--- config.mk ---
export PLATFORM = sky130hd
export DESIGN_NAME = prb_serdiv
export DESIGN_NICKNAME = d
export VERILOG_FILES = /design/src/rtl/prb_pkg.sv /design/src/rtl/prb_serdiv.sv
export SDC_FILE = /design/constraint.sdc
export NUM_CORES = 1
export LEC_CHECK = 0
export BUFFER_PORTS_ARGS = -buffer_cell sky130_fd_sc_hd__buf_2
export CAP_MARGIN = 15
export CORE_MARGIN = 2
export CORE_UTILIZATION = 55
export DETAILED_ROUTE_END_ITERATION = 7
export PLACE_DENSITY = 0.87
export SLEW_MARGIN = 30
export SYNTH_ARGS = -nofsm -noshare
export SYNTH_HDL_FRONTEND = slang
export SYNTH_SLANG_ARGS = --single-unit
--- constraint.sdc ---
create_clock -name clk -period 5.74 [get_ports clk]
set_input_delay 1.435 -clock clk [delete_from_list [all_inputs] [get_ports clk]]
set_output_delay 1.435 -clock clk [all_outputs]
set_load 0.02 [all_outputs]
--- src/rtl/prb_pkg.sv ---
package prb_pkg;

  localparam int unsigned ENTRIES = 256;
  localparam int unsigned IDX_W   = 8;
  localparam int unsigned LEN_W   = 9;

  localparam logic [1:0] OP_ADD   = 2'd0;
  localparam logic [1:0] OP_READ  = 2'd1;
  localparam logic [1:0] OP_CLEAR = 2'd2;
  localparam logic [1:0] OP_NOP   = 2'd3;

  localparam logic ST_OK  = 1'b0;
  localparam logic ST_REJ = 1'b1;

  typedef struct packed {
    logic [1:0]       op;
    logic [IDX_W-1:0] index;
    logic [7:0]       red;
    logic [7:0]       green;
    logic [7:0]       blue;
    logic [7:0]       alpha;
    logic             alpha_given;
  } in_item_t;

  typedef struct packed {
    logic             status;
    logic [7:0]       out_red;
    logic [7:0]       out_green;
    logic [7:0]       out_blue;
    logic [7:0]       out_alpha;
    logic [LEN_W-1:0] palette_len;
    logic [LEN_W-1:0] transparency_len;
  } out_item_t;

endpackage

--- src/rtl/prb_serdiv.sv ---
// Bit-serial restoring divider: 18-bit numerator by 9-bit divisor, one
// quotient bit per cycle. Only the low 8 quotient bits are returned.
module prb_serdiv (
  input  logic        clk,
  input  logic        rst_n,
  input  logic        go,
  input  logic [17:0] num,
  input  logic [8:0]  den,
  output logic        done,
  output logic [7:0]  quo
);
  import prb_pkg::*;

  logic [17:0] q_r, q_nxt;
  logic [9:0]  rem_r, rem_nxt;
  logic [8:0]  den_r, den_nxt;
  logic [4:0]  cnt_r, cnt_nxt;
  logic        run_r, run_nxt;
  logic        done_r, done_nxt;
  logic [9:0]  trial;
  logic [10:0] diff;

  assign trial = {rem_r[8:0], q_r[17]};
  assign diff  = {1'b0, trial} - {2'b00, den_r};

  // Shift one numerator bit in, subtract when it fits
  always_comb begin
    q_nxt    = q_r;
    rem_nxt  = rem_r;
    den_nxt  = den_r;
    cnt_nxt  = cnt_r;
    run_nxt  = run_r;
    done_nxt = 1'b0;
    if (go) begin
      q_nxt   = num;
      rem_nxt = '0;
      den_nxt = den;
      cnt_nxt = 5'd0;
      run_nxt = 1'b1;
    end else if (run_r) begin
      if (!diff[10]) begin
        rem_nxt = diff[9:0];
        q_nxt   = {q_r[16:0], 1'b1};
      end else begin
        rem_nxt = trial;
        q_nxt   = {q_r[16:0], 1'b0};
      end
      cnt_nxt = cnt_r + 5'd1;
      if (cnt_r == 5'd17) begin
        run_nxt  = 1'b0;
        done_nxt = 1'b1;
      end
    end
  end

  always_ff @(posedge clk) begin
    if (!rst_n) begin
      run_r  <= 1'b0;
      done_r <= 1'b0;
    end else begin
      run_r  <= run_nxt;
      done_r <= done_nxt;
    end
    q_r   <= q_nxt;
    rem_r <= rem_nxt;
    den_r <= den_nxt;
    cnt_r <= cnt_nxt;
  end

  assign done = done_r;
  assign quo  = q_r[7:0];
endmodule

==> impl_summary.md <==
Clocking
Clock tree synthesis found a total of 43 sinks. The clock tree from TritonCTS is done. The master cell of the clock root buffer is sky130_fd_sc_hd__clkbuf_8. The maximum level of the CTS H-tree is 2.

The post-cts gate resize count is 0. The longest clock path from root to sink contains 2 buffers. The clock latency at the later pin of the worst-skew pair is 0.30 ns. After clock tree synthesis, the setup repair step added 0 buffers. The hold buffer count at cts is 0. In this run, CTS created clock tree buffers numbering 5. The clock transition time at the flip-flop clock pins of the worst setup and hold paths is 0.08 ns.

Finish
The signed area change from the synthesized netlist to the final layout is 12.37%. The post-route netlist has 30.97% of its cells at a drive strength greater than 1. For this run, the post-layout net count is 267. The post-route non-filler standard cell count is 276. The repair_antennas step left the layout with diodes totalling 0.

Worst setup path
The endpoint class of the critical path is a register. The kind of start point of the critical path is an input pin. Broken down by cell family, the worst path's largest delay share belongs to buffers and inverters. Along the worst path, the maximum fanout reaches 38. The delay contributed by the slowest stage of the critical path is 0.60 ns. The arrival time at the worst endpoint is 2.91 ns. On the critical path, the stage with the largest delay is an instance of sky130_fd_sc_hd__buf_2. The critical path is of the in2reg type. Data on the critical path is required at its endpoint by 5.68 ns. The number of buffers and inverters on the critical path is 2. Traced cell by cell, the critical path runs through buf_2 > nor2_1 > inv_1.

Yosys
The synthesized area per cell is 11.47 µm². Summed over all instances, the cell type with the most area after synthesis is sky130_fd_sc_hd__edfxtp_1. Of the total synthesized cell area, the portion taken by full adders, half adders and majority gates is 7.051%. Of the post-synthesis cell area, the part taken by muxes is 9.065%. The unique cell type count in the Yosys netlist is 43. Summing every instance area after synthesis gives 2236 µm². The number of nets produced by synthesis is 237. By area the synthesized netlist is led by sky130_fd_sc_hd__edfxtp_1 (36%), sky130_fd_sc_hd__dfxtp_1 (14%), sky130_fd_sc_hd__mux2_2 (9.1%). Yosys printed 0 warnings. Summing the areas of all xor and xnor instances in the mapped netlist gives 3.134% of the synthesized area.

The count of mapped cells out of synthesis is 195. Of the post-synthesis cell area, the dominant cell type holds 36.26%. By area, the combinational part of the netlist is dominated by compound AO/OA/AOI/OAI gates.

The most frequently used flop master after synthesis is sky130_fd_sc_hd__edfxtp_1. The synthesized design contains 27 enable-type register cells. The synthesized netlist devotes 11.58% of its cell area to simple gates. The synthesized design contains 43 register bits.

In the synthesized netlist the async set-or-reset flop fraction comes to 0%. The sequential fraction of the synthesis area is 50.59%. The synthesized-area fraction occupied by ao, oa, aoi and oai cells is 12.26%.

Power
For this design the static power due to leakage is 1.043 nW. The worst-case IR drop observed on VDD is 246.3 µV. Dividing total power by cell area gives a power density of 284.8 nW/µm².

Placement
The HPWL after detailed placement is 2715 µm. Routability-driven placement finished with a final weighted congestion of 0.7991. Prior to clock tree synthesis, the placed netlist has a worst setup slack of 2.427 ns. The count of input and output buffers is 38. The number of placed instances, taps included is 268.

Status
The run finished with clean final reports.

GRT
The number of antenna violations at the first check in global routing is 0. The all-layer global routing usage is 18.73%. The wire length of the first global-routing pass is 6175 µm. Entering global routing, the biggest net connects 39 pins. The aggregate global routing overflow is 0. The number of global-route vias before repair is 1306.

Timing
The worst slack on hold paths is 0.4900 ns. The shortest period the worst path allows is 2.967 ns. The max-slew headroom at the worst pin is 47.93%. On the final layout, the worst clock skew is 0.004080 ns. The final count of negative-setup-slack endpoints is 0. Setup repair after global routing left no endpoint under its margin. Summed over all failing endpoints, the final setup total negative slack is 0 ns.

The count of final max-slew check failures is 0. At the pin with the least slew margin, the transition time is 0.7811 ns. The worst path uses 51.69% of the clock period.

The final number of hold-violating endpoints is 0. Setup slack on the critical path of the routed design comes to 2.773 ns. For this run, the top clock speed supported by timing is 0.3370 GHz.

Routing
The average via count per standard cell is 5.482. The routed layout has 1513 vias. The initial DRC count is 122. The detail-routed net length per standard cell is 13.93 µm. The count of nets left with antenna violations once routing finished came out at 0.

The post-detailed-route DRC marker count is 0. After detailed routing, the total wire length is 3845 µm. The number of search-and-repair iterations in the first detailed-routing pass is 4.

Floorplan
The die is 67.76 µm wide. The initial utilization of the core area, before any placement, comes to 56.71%. The number of standard-cell rows in the floorplan is 23.

From bottom edge to top edge, the die measures 67.76 µm. The core region is 3943 µm². The number of primary I/O pins is 39. The die covers 4591 µm².

Min path
The path category of the worst min-delay check is reg2reg.

Run
Max-cap violations in this run came to 0.
==> through the flow <==
| step | total power [W] | utilization [%] | instance area [µm²] |
|---|---|---|---|
| 6_report | 0.0007155 | 63.73 | 2512 |
| 3_3_place_gp | 0.0004797 | 60.87 | 2400 |
| 5_1_grt | 0.0007472 | 63.73 | 2512 |
| 4_1_cts | 0.0007195 | 63.73 | 2512 |
| 2_1_floorplan | 0.0004586 | - | 2236 |
| 3_5_place_dp | 0.0004834 | 60.87 | 2400 |
==> layout by cell type, fill, tap and decap left out, types with 10 or more instances in the layout <==
master                     count
sky130_fd_sc_hd__dfxtp_1      16
sky130_fd_sc_hd__nand2_1      14
sky130_fd_sc_hd__buf_2        38
sky130_fd_sc_hd__mux2_2       18
sky130_fd_sc_hd__edfxtp_1     27
sky130_fd_sc_hd__ha_1         11
sky130_fd_sc_hd__inv_1        14
sky130_fd_sc_hd__nor2_1       10
==> sequential cells by signal (all words and copies together), names as in the netlist <==
register and count:
cnt_r 5, done 1, rem_r 9, den_r 9
q_r 18, run_r 1
==> worst reg2reg max path, delay by kind of cell (launching register included) <==
family | cells | cell delay (ns)
fa+ha+maj | 2 | 0.56
compound gates | 2 | 0.46
flops | 1 | 0.41
simple gates | 2 | 0.28
mux | 1 | 0.27
buf+inv | 2 | 0.14
==> worst paths after layout <==
| kind | from | end | slack (ns) | cells past startpoint |
|---|---|---|---|---|
| worst max-delay path | go | q_r[0]$_DFFE_PP_ | 2.77 | 3 |
| worst max register to register | q_r[17]$_DFFE_PP_ | q_r[0]$_DFFE_PP_ | 3.38 | 9 |
| worst min-delay path | rem_r[2]$_SDFFE_PP0P_ | rem_r[2]$_SDFFE_PP0P_ | 0.49 | 2 |
| worst min register to register | rem_r[2]$_SDFFE_PP0P_ | rem_r[2]$_SDFFE_PP0P_ | 0.49 | 2 |
==> logic make-up after synthesis <==
logic type / count (synthesis)
mux: 18
buf+inv: 29
simple gates: 50
flops: 43
xor+xnor: 8
compound gates: 35
fa+ha+maj: 12
==> power by group <==
part / switching [W] / leakage, nW / internal [W]
logic: 0.0000573 / 0.585 / 0.0000505
clock network: 0.000110 / 0.0581 / 0.000130
registers: 0.0000127 / 0.400 / 0.000356
total: 0.000180 / 1.04 / 0.000536
==> cells in the mapped netlist, types with 2 or more instances <==
cell type	instances
sky130_fd_sc_hd__edfxtp_1	27
sky130_fd_sc_hd__mux2_2	18
sky130_fd_sc_hd__dfxtp_1	16
sky130_fd_sc_hd__inv_1	14
sky130_fd_sc_hd__nand2_1	14
sky130_fd_sc_hd__ha_1	11
sky130_fd_sc_hd__nor2_1	10
sky130_fd_sc_hd__buf_4	8
sky130_fd_sc_hd__a21oi_1	5
sky130_fd_sc_hd__o211ai_1	5
sky130_fd_sc_hd__xor2_1	5
sky130_fd_sc_hd__nand3_1	4
sky130_fd_sc_hd__nand4_1	4
sky130_fd_sc_hd__o21a_1	4
sky130_fd_sc_hd__o31ai_1	4
sky130_fd_sc_hd__and2_1	3
sky130_fd_sc_hd__buf_1	3
sky130_fd_sc_hd__nor3_1	3
sky130_fd_sc_hd__o22ai_1	3
sky130_fd_sc_hd__xnor2_1	3
sky130_fd_sc_hd__a21o_1	2
sky130_fd_sc_hd__a311oi_1	2
sky130_fd_sc_hd__a41oi_1	2
sky130_fd_sc_hd__buf_2	2
sky130_fd_sc_hd__clkbuf_1	2
sky130_fd_sc_hd__nor2b_1	2
sky130_fd_sc_hd__o311ai_0	2
sky130_fd_sc_hd__or4_1	2
==> layout make-up <==
| cell class | instances | area [µm²] |
|---|---|---|
| Sequential cell | 43 | 1131 |
| Clock buffer | 5 | 68.82 |
| Timing Repair Buffer | 38 | 190.2 |
| Multi-Input combinational cell | 123 | 963.4 |
| Inverter | 14 | 52.55 |
| Tap cell | 50 | 62.56 |
| Fill cell | 309 | 1430 |
| Clock inverter | 3 | 43.79 |
==> metal layers <==
layer / up-vias / GRT usage, % / part of all wire, %
met4: 0 / 6.888 / 1.6
met5: - / 0 / 0
met2: 54 / 27.45 / 45
met1: 690 / 25.81 / 46
li1: 764 / - / -
met3: 5 / 6.167 / 7.5
Note: power is estimated with default switching activity, not from simulation.
